## src/rtl/core/csq_pkg.sv

```systemverilog
`timescale 1ns / 1ps
package csq_pkg;
    localparam int WAIT_DEPTH = 16;
    localparam int KEY_WIDTH  = 16;
    localparam int IDX_W      = (WAIT_DEPTH > 1) ? $clog2(WAIT_DEPTH) : 1;
    localparam int CNT_W      = $clog2(WAIT_DEPTH + 1);
    localparam int FIFO_DEPTH = 2;
    localparam int FPTR_W     = 1;

    localparam logic [1:0] OP_TRY    = 2'd0;
    localparam logic [1:0] OP_TAKE   = 2'd1;
    localparam logic [1:0] OP_GIVE   = 2'd2;
    localparam logic [1:0] OP_CANCEL = 2'd3;

    localparam logic [1:0] ERR_NONE = 2'd0;
    localparam logic [1:0] ERR_FULL = 2'd1;
    localparam logic [1:0] ERR_SAT  = 2'd2;

    typedef struct packed {
        logic [1:0]  op;
        logic [7:0]  requester;
        logic [15:0] keys;
    } req_t;
endpackage

```

## src/rtl/core/csq_front.sv

```systemverilog
`timescale 1ns / 1ps
// Input skid queue: accepts requests while the back end is busy.
module csq_front
(
    input  logic            clk,
    input  logic            rst_n,
    input  logic            in_valid,
    output logic            in_ready,
    input  csq_pkg::req_t   in_req,
    output logic            q_valid,
    input  logic            q_ready,
    output csq_pkg::req_t   q_req
);
    csq_pkg::req_t mem_reg [csq_pkg::FIFO_DEPTH];
    logic [csq_pkg::FPTR_W-1:0] wp_reg, rp_reg;
    logic [1:0] cnt_reg;
    logic push, pop;

    assign in_ready = (cnt_reg != 2'(csq_pkg::FIFO_DEPTH));
    assign q_valid  = (cnt_reg != 2'd0);
    assign q_req    = mem_reg[rp_reg];
    assign push     = in_valid && in_ready;
    assign pop      = q_valid && q_ready;

    always_ff @(posedge clk)
    begin
        if (push)
        begin
            mem_reg[wp_reg] <= in_req;
        end
    end

    always_ff @(posedge clk or negedge rst_n)
    begin
        if (!rst_n)
        begin
            wp_reg  <= '0;
            rp_reg  <= '0;
            cnt_reg <= '0;
        end
        else
        begin
            if (push) wp_reg <= wp_reg + 1'b1;
            if (pop)  rp_reg <= rp_reg + 1'b1;
            cnt_reg <= cnt_reg + {1'b0, push} - {1'b0, pop};
        end
    end

    assert property (@(posedge clk) disable iff (!rst_n) cnt_reg <= 2'd2)
        else $error("queue overflow");
    assert property (@(posedge clk) disable iff (!rst_n)
        (push && !pop) |=> cnt_reg == $past(cnt_reg) + 2'd1)
        else $error("queue count");
    assert property (@(posedge clk) disable iff (!rst_n)
        (cnt_reg == 2'd0) |-> !pop)
        else $error("pop from empty");
endmodule

```

## src/rtl/core/csq_back.sv

```systemverilog
`timescale 1ns / 1ps
// Executes one request: reply, wake scan after a give-back, sweep for a cancel.
// One list entry per cycle unless a wake stalls; removal shifts the tail down.
module csq_back
(
    input  logic            clk,
    input  logic            rst_n,
    input  logic            cfg_we,
    input  logic [15:0]     cfg_wdata,
    input  logic            q_valid,
    output logic            q_ready,
    input  csq_pkg::req_t   q_req,
    output logic            out_valid,
    input  logic            out_ready,
    output logic            kind,
    output logic [7:0]      who,
    output logic            granted,
    output logic            waiting,
    output logic [1:0]      error,
    output logic [15:0]     keys_left,
    output logic            last
);
    localparam logic [1:0] S_IDLE = 2'd0;
    localparam logic [1:0] S_SCAN = 2'd1;
    localparam logic [1:0] S_CANC = 2'd2;
    localparam int KW    = csq_pkg::KEY_WIDTH;
    localparam int IW    = csq_pkg::IDX_W;
    localparam int CW    = csq_pkg::CNT_W;
    localparam int DEPTH = csq_pkg::WAIT_DEPTH;
    localparam int XW    = (KW > 16) ? KW : 16;   // compare width

    logic [7:0]    wwho_reg  [DEPTH];
    logic [15:0]   wkeys_reg [DEPTH];
    logic [CW-1:0] used_reg, used_next;
    logic [KW-1:0] cnt_reg, cnt_next;
    logic [1:0]    st_reg, st_next;
    logic [CW-1:0] rd_reg, rd_next;
    logic [7:0]    creq_reg, creq_next;
    // pending result: held until it is known whether another one follows
    logic          pkind_reg, pkind_next;
    logic [7:0]    pwho_reg, pwho_next;
    logic [1:0]    perr_reg, perr_next;
    logic [15:0]   pkl_reg, pkl_next;
    // output register
    logic          ov_reg, ov_next;
    logic          okind_reg, okind_next, ogr_reg, ogr_next, owt_reg, owt_next;
    logic          olast_reg, olast_next;
    logic [7:0]    owho_reg, owho_next;
    logic [1:0]    oerr_reg, oerr_next;
    logic [15:0]   okl_reg, okl_next;
    logic          app_we, rm_we, flush, flush_last;
    logic          ovfree, at_end, fits_q, fits_e;
    logic [7:0]    ewho;
    logic [15:0]   ekeys;
    logic [XW-1:0] x_cnt, x_qkeys, x_ekeys;
    logic [XW:0]   sum, key_max;

    assign ovfree  = !ov_reg || out_ready;
    assign q_ready = (st_reg == S_IDLE) && ovfree;
    assign at_end  = (rd_reg == used_reg);
    assign ewho    = wwho_reg[rd_reg[IW-1:0]];
    assign ekeys   = wkeys_reg[rd_reg[IW-1:0]];
    assign x_cnt   = XW'(cnt_reg);
    assign x_qkeys = XW'(q_req.keys);
    assign x_ekeys = XW'(ekeys);
    assign fits_q  = (x_cnt >= x_qkeys);
    assign fits_e  = (x_cnt >= x_ekeys);
    assign sum     = {1'b0, x_cnt} + {1'b0, x_qkeys};
    assign key_max = {{(XW + 1 - KW){1'b0}}, {KW{1'b1}}};

    always_comb
    begin
        used_next  = used_reg;
        cnt_next   = cnt_reg;
        st_next    = st_reg;
        rd_next    = rd_reg;
        creq_next  = creq_reg;
        pkind_next = pkind_reg;
        pwho_next  = pwho_reg;
        perr_next  = perr_reg;
        pkl_next   = pkl_reg;
        ov_next    = ov_reg && !out_ready;
        okind_next = okind_reg;
        owho_next  = owho_reg;
        ogr_next   = ogr_reg;
        owt_next   = owt_reg;
        oerr_next  = oerr_reg;
        okl_next   = okl_reg;
        olast_next = olast_reg;
        app_we     = 1'b0;
        rm_we      = 1'b0;
        flush      = 1'b0;
        flush_last = 1'b0;
        case (st_reg)
            S_IDLE:
            begin
                if (q_valid && q_ready)
                begin
                    creq_next  = q_req.requester;
                    rd_next    = '0;
                    pkind_next = 1'b0;
                    pwho_next  = q_req.requester;
                    perr_next  = csq_pkg::ERR_NONE;
                    case (q_req.op)
                        csq_pkg::OP_TRY, csq_pkg::OP_TAKE:
                        begin
                            // single result, straight to the output register
                            ov_next    = 1'b1;
                            okind_next = 1'b0;
                            owho_next  = q_req.requester;
                            ogr_next   = 1'b0;
                            owt_next   = 1'b0;
                            oerr_next  = csq_pkg::ERR_NONE;
                            olast_next = 1'b1;
                            if (fits_q)
                            begin
                                cnt_next = KW'(x_cnt - x_qkeys);
                                ogr_next = 1'b1;
                            end
                            else if (q_req.op == csq_pkg::OP_TAKE)
                            begin
                                if (used_reg < CW'(DEPTH))
                                begin
                                    app_we    = 1'b1;
                                    used_next = used_reg + 1'b1;
                                    owt_next  = 1'b1;
                                end
                                else
                                begin
                                    oerr_next = csq_pkg::ERR_FULL;
                                end
                            end
                            okl_next = 16'(cnt_next);
                        end
                        csq_pkg::OP_GIVE:
                        begin
                            if (sum > key_max)
                            begin
                                cnt_next  = '1;
                                perr_next = csq_pkg::ERR_SAT;
                            end
                            else
                            begin
                                cnt_next = KW'(sum);
                            end
                            pkl_next = 16'(cnt_next);
                            st_next  = S_SCAN;
                        end
                        default:
                        begin
                            pkl_next = 16'(cnt_reg);
                            st_next  = S_CANC;
                        end
                    endcase
                end
            end
            S_SCAN:
            begin
                if (at_end)
                begin
                    if (ovfree)
                    begin
                        flush      = 1'b1;
                        flush_last = 1'b1;
                        st_next    = S_IDLE;
                    end
                end
                else if (fits_e)
                begin
                    // earlier entries did not fit a larger count, so the
                    // scan goes on at the same slot after the removal
                    if (ovfree)
                    begin
                        flush      = 1'b1;
                        cnt_next   = KW'(x_cnt - x_ekeys);
                        rm_we      = 1'b1;
                        used_next  = used_reg - 1'b1;
                        pkind_next = 1'b1;
                        pwho_next  = ewho;
                        perr_next  = csq_pkg::ERR_NONE;
                        pkl_next   = 16'(cnt_next);
                    end
                end
                else
                begin
                    rd_next = rd_reg + 1'b1;
                end
            end
            S_CANC:
            begin
                if (at_end)
                begin
                    if (ovfree)
                    begin
                        flush      = 1'b1;
                        flush_last = 1'b1;
                        st_next    = S_IDLE;
                    end
                end
                else if (ewho == creq_reg)
                begin
                    rm_we     = 1'b1;
                    used_next = used_reg - 1'b1;
                end
                else
                begin
                    rd_next = rd_reg + 1'b1;
                end
            end
            default:
            begin
                st_next = S_IDLE;
            end
        endcase
        if (flush)
        begin
            ov_next    = 1'b1;
            okind_next = pkind_reg;
            owho_next  = pwho_reg;
            ogr_next   = pkind_reg;
            owt_next   = 1'b0;
            oerr_next  = perr_reg;
            okl_next   = pkl_reg;
            olast_next = flush_last;
        end
    end

    always_ff @(posedge clk)
    begin
        if (app_we)
        begin
            wwho_reg[used_reg[IW-1:0]]  <= q_req.requester;
            wkeys_reg[used_reg[IW-1:0]] <= q_req.keys;
        end
        for (int j = 0; j < DEPTH - 1; j++)
        begin
            if (rm_we && CW'(j) >= rd_reg)
            begin
                wwho_reg[j]  <= wwho_reg[j + 1];
                wkeys_reg[j] <= wkeys_reg[j + 1];
            end
        end
    end

    always_ff @(posedge clk or negedge rst_n)
    begin
        if (!rst_n)
        begin
            used_reg <= '0; cnt_reg <= '0; st_reg <= S_IDLE; ov_reg <= 1'b0;
            rd_reg <= '0;
        end
        else
        begin
            used_reg <= used_next; st_reg <= st_next; ov_reg <= ov_next;
            rd_reg <= rd_next;
            cnt_reg <= cfg_we ? KW'(cfg_wdata) : cnt_next;
        end
    end

    always_ff @(posedge clk)
    begin
        creq_reg <= creq_next; pkind_reg <= pkind_next; pwho_reg <= pwho_next;
        perr_reg <= perr_next; pkl_reg <= pkl_next;
        okind_reg <= okind_next; owho_reg <= owho_next;
        ogr_reg <= ogr_next; owt_reg <= owt_next; oerr_reg <= oerr_next;
        okl_reg <= okl_next; olast_reg <= olast_next;
    end

    assign out_valid = ov_reg;
    assign kind = okind_reg; assign who = owho_reg; assign granted = ogr_reg;
    assign waiting = owt_reg; assign error = oerr_reg;
    assign keys_left = okl_reg; assign last = olast_reg;

    assert property (@(posedge clk) disable iff (!rst_n)
        used_reg <= CW'(DEPTH)) else $error("wait list overrun");
    assert property (@(posedge clk) disable iff (!rst_n)
        rd_reg <= used_reg) else $error("scan past fill");
    assert property (@(posedge clk) disable iff (!rst_n)
        (out_valid && kind) |-> (granted && !waiting && error == csq_pkg::ERR_NONE))
        else $error("bad wake fields");
    assert property (@(posedge clk) disable iff (!rst_n)
        (out_valid && !out_ready) |=> (out_valid && $stable(who) && $stable(keys_left)))
        else $error("result changed while stalled");
endmodule

```

## src/rtl/core/counting_semaphore_waiter_queue.sv

```systemverilog
`timescale 1ns / 1ps
// Channel  | handshake             | payload
// request  | in_valid / in_ready   | op, requester, keys
// result   | out_valid / out_ready | kind, who, granted, waiting, error, keys_left, last
// config   | cfg_we                | cfg_wdata (initial_keys)
// A request enters a two-entry queue; the back end takes it once idle with a free output register.
// Try-take and take: one result, written straight into the output register.
// Give-back and cancel: one wait-list entry per cycle, save where a wake waits for
// out_ready; the final result (last set) comes when the walk reaches the list fill.
// Reset clears key count and list fill; out_ready low holds the back end at
// its next result, and in_ready drops once the queue holds two requests.
module counting_semaphore_waiter_queue
(
    input  logic        clk,
    input  logic        rst_n,
    input  logic        cfg_we,
    input  logic [15:0] cfg_wdata,
    input  logic        in_valid,
    output logic        in_ready,
    input  logic [1:0]  op,
    input  logic [7:0]  requester,
    input  logic [15:0] keys,
    output logic        out_valid,
    input  logic        out_ready,
    output logic        kind,
    output logic [7:0]  who,
    output logic        granted,
    output logic        waiting,
    output logic [1:0]  error,
    output logic [15:0] keys_left,
    output logic        last
);
    csq_pkg::req_t in_req, q_req;
    logic q_valid, q_ready;

    assign in_req = '{op: op, requester: requester, keys: keys};

    csq_front u_front
    (
        .clk(clk), .rst_n(rst_n), .in_valid(in_valid), .in_ready(in_ready),
        .in_req(in_req), .q_valid(q_valid), .q_ready(q_ready), .q_req(q_req)
    );

    csq_back u_back
    (
        .clk(clk), .rst_n(rst_n), .cfg_we(cfg_we), .cfg_wdata(cfg_wdata),
        .q_valid(q_valid), .q_ready(q_ready), .q_req(q_req),
        .out_valid(out_valid), .out_ready(out_ready), .kind(kind), .who(who),
        .granted(granted), .waiting(waiting), .error(error),
        .keys_left(keys_left), .last(last)
    );
endmodule

```

## config.mk

```make
export PLATFORM = sky130hd
export DESIGN_NAME = counting_semaphore_waiter_queue
export DESIGN_NICKNAME = d
export VERILOG_FILES = /design/src/rtl/core/csq_pkg.sv /design/src/rtl/core/csq_front.sv /design/src/rtl/core/csq_back.sv /design/src/rtl/core/counting_semaphore_waiter_queue.sv
export SDC_FILE = /design/constraint.sdc
export NUM_CORES = 1
export LEC_CHECK = 0
export BUFFER_PORTS_ARGS = -buffer_cell sky130_fd_sc_hd__buf_2
export CAP_MARGIN = 0
export CORE_ASPECT_RATIO = 1.25
export CORE_MARGIN = 2
export CORE_UTILIZATION = 55
export CTS_CLUSTER_SIZE = 24
export DETAILED_ROUTE_END_ITERATION = 8
export GPL_TIMING_DRIVEN = 0
export MAX_ROUTING_LAYER = met4
export PLACE_DENSITY = 0.76
export SYNTH_ARGS = -nofsm -noshare
export SYNTH_HDL_FRONTEND = slang
export SYNTH_SLANG_ARGS = --single-unit
export TNS_END_PERCENT = 100
```

## constraint.sdc

```tcl
create_clock -name clk -period 14.9 [get_ports clk]
set_input_delay 2.98 -clock clk [delete_from_list [all_inputs] [get_ports clk]]
set_output_delay 2.98 -clock clk [all_outputs]
set_load 0.005 [all_outputs]
```

# Yosys cells after proc, flatten, opt, wreduce, memory -nomap -nowiden
# Memory sizes are Yosys's and may differ from the RTL's.
# Index checks and enable logic that the tools add are counted.
# word_totals
elab_cells,261
memories,3
ff_bits,98
in_bits,47
mem_bits_rw,436
# op_classes
mux,138
n_lt_le_gt_ge,19
reduce_logical,44
add_sub_neg,10
eq_ne,27
# mem_list
memory,words,width,read_ports,rd_clocked_by_memory_dff,write_ports,line,source
u_back.wkeys_reg,16,16,16,0,15,csq_back.sv:33,logic [15:0] wkeys_reg [DEPTH];
u_back.wwho_reg,16,8,16,0,15,csq_back.sv:32,logic [7:0] wwho_reg [DEPTH];
u_front.mem_reg,2,26,1,0,1,csq_front.sv:14,csq_pkg::req_t mem_reg [csq_pkg::FIFO_DEPTH];
# op_table
operator,n
16-bit 2-to-1 mux,13
16-bit case mux with 2 select lines,4
5-bit 2-to-1 mux,15
1-bit 2-to-1 mux,72
8-bit 2-to-1 mux,9
"4-bit by 5-bit >= comparator with 1-bit output, first input constant",7
16-bit >= comparator,2
16-bit subtractor,2
5-bit case mux with 3 select lines,2
2-bit 2-to-1 mux,14
"2-bit inequality test, second input constant",11
"3-bit by 5-bit >= comparator with 1-bit output, first input constant",4
1-bit logical AND,19
6-bit AND reduction,3
16-bit by 16-bit adder with 17-bit output,1
"17-bit by 16-bit greater-than comparator with 1-bit output, second input constant",1
8-bit case mux with 2 select lines,1
16-bit OR reduction,1
2-bit case mux with 2 select lines,3
11-bit AND reduction,1
"5-bit by 1-bit adder with 5-bit output, second input constant",2
"1-bit by 5-bit >= comparator with 1-bit output, first input constant",2
"2-bit by 5-bit >= comparator with 1-bit output, first input constant",2
"2-bit by 1-bit inequality test with 1-bit output, second input constant",5
25 further kinds,42

# Longest topological paths before layout
# logic_depth
word_depth,11
mapped_depth,22

# Cells and area by module
# From an unflattened synthesis, not the netlist that was laid out.
# hier_totals
cells_unflattened,2002
area_unflattened_um2,28632.5
# modules_own_cells
module,cells_each,instances,area_per_inst_um2,seq_area_each_um2
csq_back,1899,1,26531.7,14168.6
csq_front,103,1,2100.8,1661.6

# Worst setup path after synthesis
# Ideal clock, no wire load.
# synth_path
kind,reg2reg
from,reg u_back.rd_reg[1]
to,mem u_back.wkeys_reg[3][0] (enable)
t_required_ps,14339
period_less_slack_ps,6705
path_stages_with_launch,21
arrival_ps,6144
slack_ps,8195
n_path_buf,7
cell_sequence,dfrtp_1 buf_6 buf_2 buf_1 buf_1 mux4_2 mux4_2 inv_1 ha_1 a21oi_1 nor2_1 a211oi_1 nand2_1 a2111oi_0 nor3_1 nor2_2 or2_1 clkbuf_1 buf_2 buf_2 o21ai_0
# synth_rtl
element,line,source
from (decl),csq_back.sv:37,"logic [CW-1:0] rd_reg, rd_next;"
from (signal assigned),csq_back.sv:255,rd_reg <= rd_next;
to (decl),csq_back.sv:33,

==> impl_results.md <==
* Router iterations before antenna repair at 5
* Share of cells above drive strength 1 at 0.303
* Synth Flop Type: edfxtp_1
* Overall global routing resource usage at 0.318
* Via count at 19,400
* PD cells at 213 nW/um^2
* FF-to-FF Start: u_back.rd_reg[1]
* Delay-heaviest family, CP: buffers and inverters
* Slew @ Worst Pin at 1340 ps
* Count of input and output buffers at 78
* Global route total overflow at 0
* Run status: finished clean
* CP Class: reg2reg
* Sw frac at 0.382
* R2R cell count at 19
* Vias per cell at 6.64
* Initial Utilization at 0.558
* Async S/R FF share, synth at 0.0619
* TritonCTS buffer count at 53
* Critical Path RT at 15,280 ps
* Part of the power in registers at 0.330
* Hold path start: u_back.waiting
* Number of gates resized after CTS at 0
* Gate power share at 0.463
* Number of flops mapped to enable cells by yosys at 499
* First-pass GRT wire length at 123,000 um
* Psw at 0.00264 W
* Minimum clock period at 9030 ps
* Hold Crit Class: reg2reg
* Hold path cells at 2
* #FFs+latches synth at 533
* Final Max Tran Viols at 0
* Peak supply drop at 0.115 mV
* Critical Path Sink Type: register
* CP Launch Type: register
* CTS HTree Levels at 2
* Hold Path End: u_back.waiting
* Die X at 209 um
* Post-placement cell count at 2,817
* Ranking of synthesized cells by area: edfxtp_1 52%, mux2_2 10%, mux4_2 7.7%
* Number of global-route vias before repair at 19,400
* Final Hold Slack at 517 ps
* Unrepaired setup endpoints after global routing: no
* Hold Violations, Final at 0
* Post-synthesis net count at 2,168
* Clk slew on worst S/H paths at 60 ps
* DP Wirelength at 62,100 um
* Static leakage at 11.5 nW
* I/O Pins at 79
* Nets at 2,318
* CTS tree: yes
* R2r setup slk at 5870 ps
* Largest net degree at the start of global routing at 34
* Post-Route WL at 83,800 um
* Post-synthesis sequential area ratio at 0.550
* Clock Tree Root: clkbuf_16
* Placed inst area at 30,600 sq um
* GPL Wtd Cong at 0.952
* Final setup vio count at 0
* Share of the synthesized area in the top cell type at 0.521
* Netlist cell types at 77
* Core Area at 51,500 sq um
* Initial antenna violation count at 0
* Max FFs per register at 256
* Worst Path Buf+Inv at 8
* Die Footprint at 54,100 sq um
* CTS Hold Bufs at 0
* R2R Path End: u_back.wkeys_reg[6][7]
* Finished Layout Cells at 2,915
* Fmax at 0.111 GHz
* Number of diodes at 0
* Crit path DAT at 9410 ps
* CTS Buffer Depth at 3
* Rows at 93
* Internal Pwr Total at 0.00427 W
* CP Max Fanout at 14
* Worst skew pair latency at 630 ps
* Clock share of power at 0.207
* Max Cap Viol at 0
* Post-CTS Setup Repair Bufs at 0
* Mapped Cells at 2,057
* Clock Skews at 16.4 ps
* Mapped cell area at 28,800 sq um
* Height of the chip at 260 um
* Area Growth Syn to Fin at 12.7%
* WL per Instance at 28.7 um
* Yosys Warn Count at 0
* Avg Synthesized Cell Area at 14.0 sq um
* Final setup TNS at 0 ps
* DRC viols at 0
* Worst path max stage delay at 980 ps
* Cell taking the most area after synthesis: edfxtp_1
* Final ANT Viol Nets at 0
* Critical-path top delay cell: a2111oi_0
* Max-slew headroom at 0.0803
* Post-route cell area at 32,400 sq um
* Initial DRC Count at 2,316
* Clock sink total at 533
* Final period utilization at 0.606
* Cell Chain, Critical Path: buf_6, buf_2, buf_1, buf_1, mux4_2, mux4_2, inv_1, ha_1, nor2b_1, o21ai_0, a21o_1, nand2_1, a2111oi_0, nor3_1, o22ai_1, clkbuf_1, clkbuf_1, o21ai_4, buf_16
==> tightest hold or removal path, stage by stage, from the launching register on <==
cell	delay, ps
dfxtp_1	320
nand2_1	50
a21oi_1	80
==> cells in the final DEF (no fill, tap or decap), types with 18 or more instances in the layout <==
| cell | count |
|---|---|
| clkbuf_16 | 54 |
| buf_2 | 108 |
| mux2_2 | 268 |
| mux2i_1 | 43 |
| nor2_1 | 130 |
| edfxtp_1 | 499 |
| o21ai_0 | 53 |
| mux2_4 | 56 |
| a21o_1 | 22 |
| nor3_1 | 28 |
| mux4_2 | 98 |
| xor2_1 | 18 |
| dfrtp_1 | 33 |
| ha_1 | 60 |
| nand2_1 | 100 |
| clkbuf_1 | 95 |
| xnor2_1 | 41 |
| buf_1 | 21 |
| a21oi_1 | 112 |
| inv_1 | 62 |
| mux2_1 | 31 |
==> metrics by stage <==
stage	power (W)	setup WS (ps)	util
final	0.00691	5870	0.629
after global routing	0.00722	5460	0.629
after CTS	0.00687	5900	0.629
after detailed placement	0.00544	5920	0.593
after global placement	0.00532	4370	0.582
after floorplan	0.00445	8200	-
==> cell usage after synthesis, types with 11 or more instances <==
master	count
inv_1	62
a21o_1	22
ha_1	60
mux2_2	268
dfrtp_1	33
clkbuf_1	81
o21ai_0	68
nor2_1	132
mux2i_1	43
xor2_1	18
nand2_1	100
buf_2	30
xnor2_1	41
buf_1	21
o21a_1	11
nor2b_1	14
mux2_1	31
mux2_4	56
edfxtp_1	499
a21oi_1	113
nand3_1	17
a31oi_1	14
mux4_2	98
nand2b_1	16
nor3_1	28
==> kinds of logic (layout without fill, tap and decap cells) <==
kind of cell / Yosys count / after routing / synth area share
fa+ha+maj: 64 / 64 / 0.0289
xor+xnor: 59 / 59 / 0.0180
mux: 496 / 496 / 0.238
compound gates: 333 / 333 / 0.0749
simple gates: 365 / 365 / 0.0588
flops: 533 / 533 / 0.550
buf+inv: 207 / 400 / 0.0309
==> metal layers <==
layer	GRT usage	part of all wire	vias to the layer above
li1	-	-	8218
met3	0.0463	0.082	248
met5	-	0	-
met4	0.143	0.049	0
met2	0.525	0.49	1152
met1	0.391	0.38	9746
==> layout make-up <==
cell class                      instances  area, sq um
Buffer                                144          653
Fill cell                            3765        19100
Sequential cell                       533        15800
Multi-Input combinational cell       1317        12200
Timing Repair Buffer                   95          798
Clock inverter                         24          355
Inverter                               63          236
Tap cell                              665          832
Clock buffer                           74         1490
==> how the worst max path moves through the flow <==
stage,from,to,slack (ps),cells after the start
2_1_floorplan,u_back.rd_reg[1],u_back.wkeys_reg[3][0],8200,20
5_1_grt,u_back.rd_reg[1],u_back.keys_left[3],5460,19
3_3_place_gp,u_back.rd_reg[1],u_back.wkeys_reg[6][8],4370,18
3_5_place_dp,u_back.rd_reg[1],u_back.wkeys_reg[6][7],5920,19
4_1_cts,u_back.rd_reg[1],u_back.wkeys_reg[6][10],5900,19
6_report,u_back.rd_reg[1],u_back.wkeys_reg[6][7],5870,19
==> power by group through the flow <==
stage	Combinational [W]	Clock, W	Sequential, W
6_report	0.00320	0.00143	0.00228
4_1_cts	0.00315	0.00144	0.00228
5_1_grt	0.00343	0.00149	0.00230
3_3_place_gp	0.00301	0	0.00231
3_5_place_dp	0.00313	0	0.00231
2_1_floorplan	0.00220	0	0.00226
Note: power is estimated with default switching activity, not from simulation.
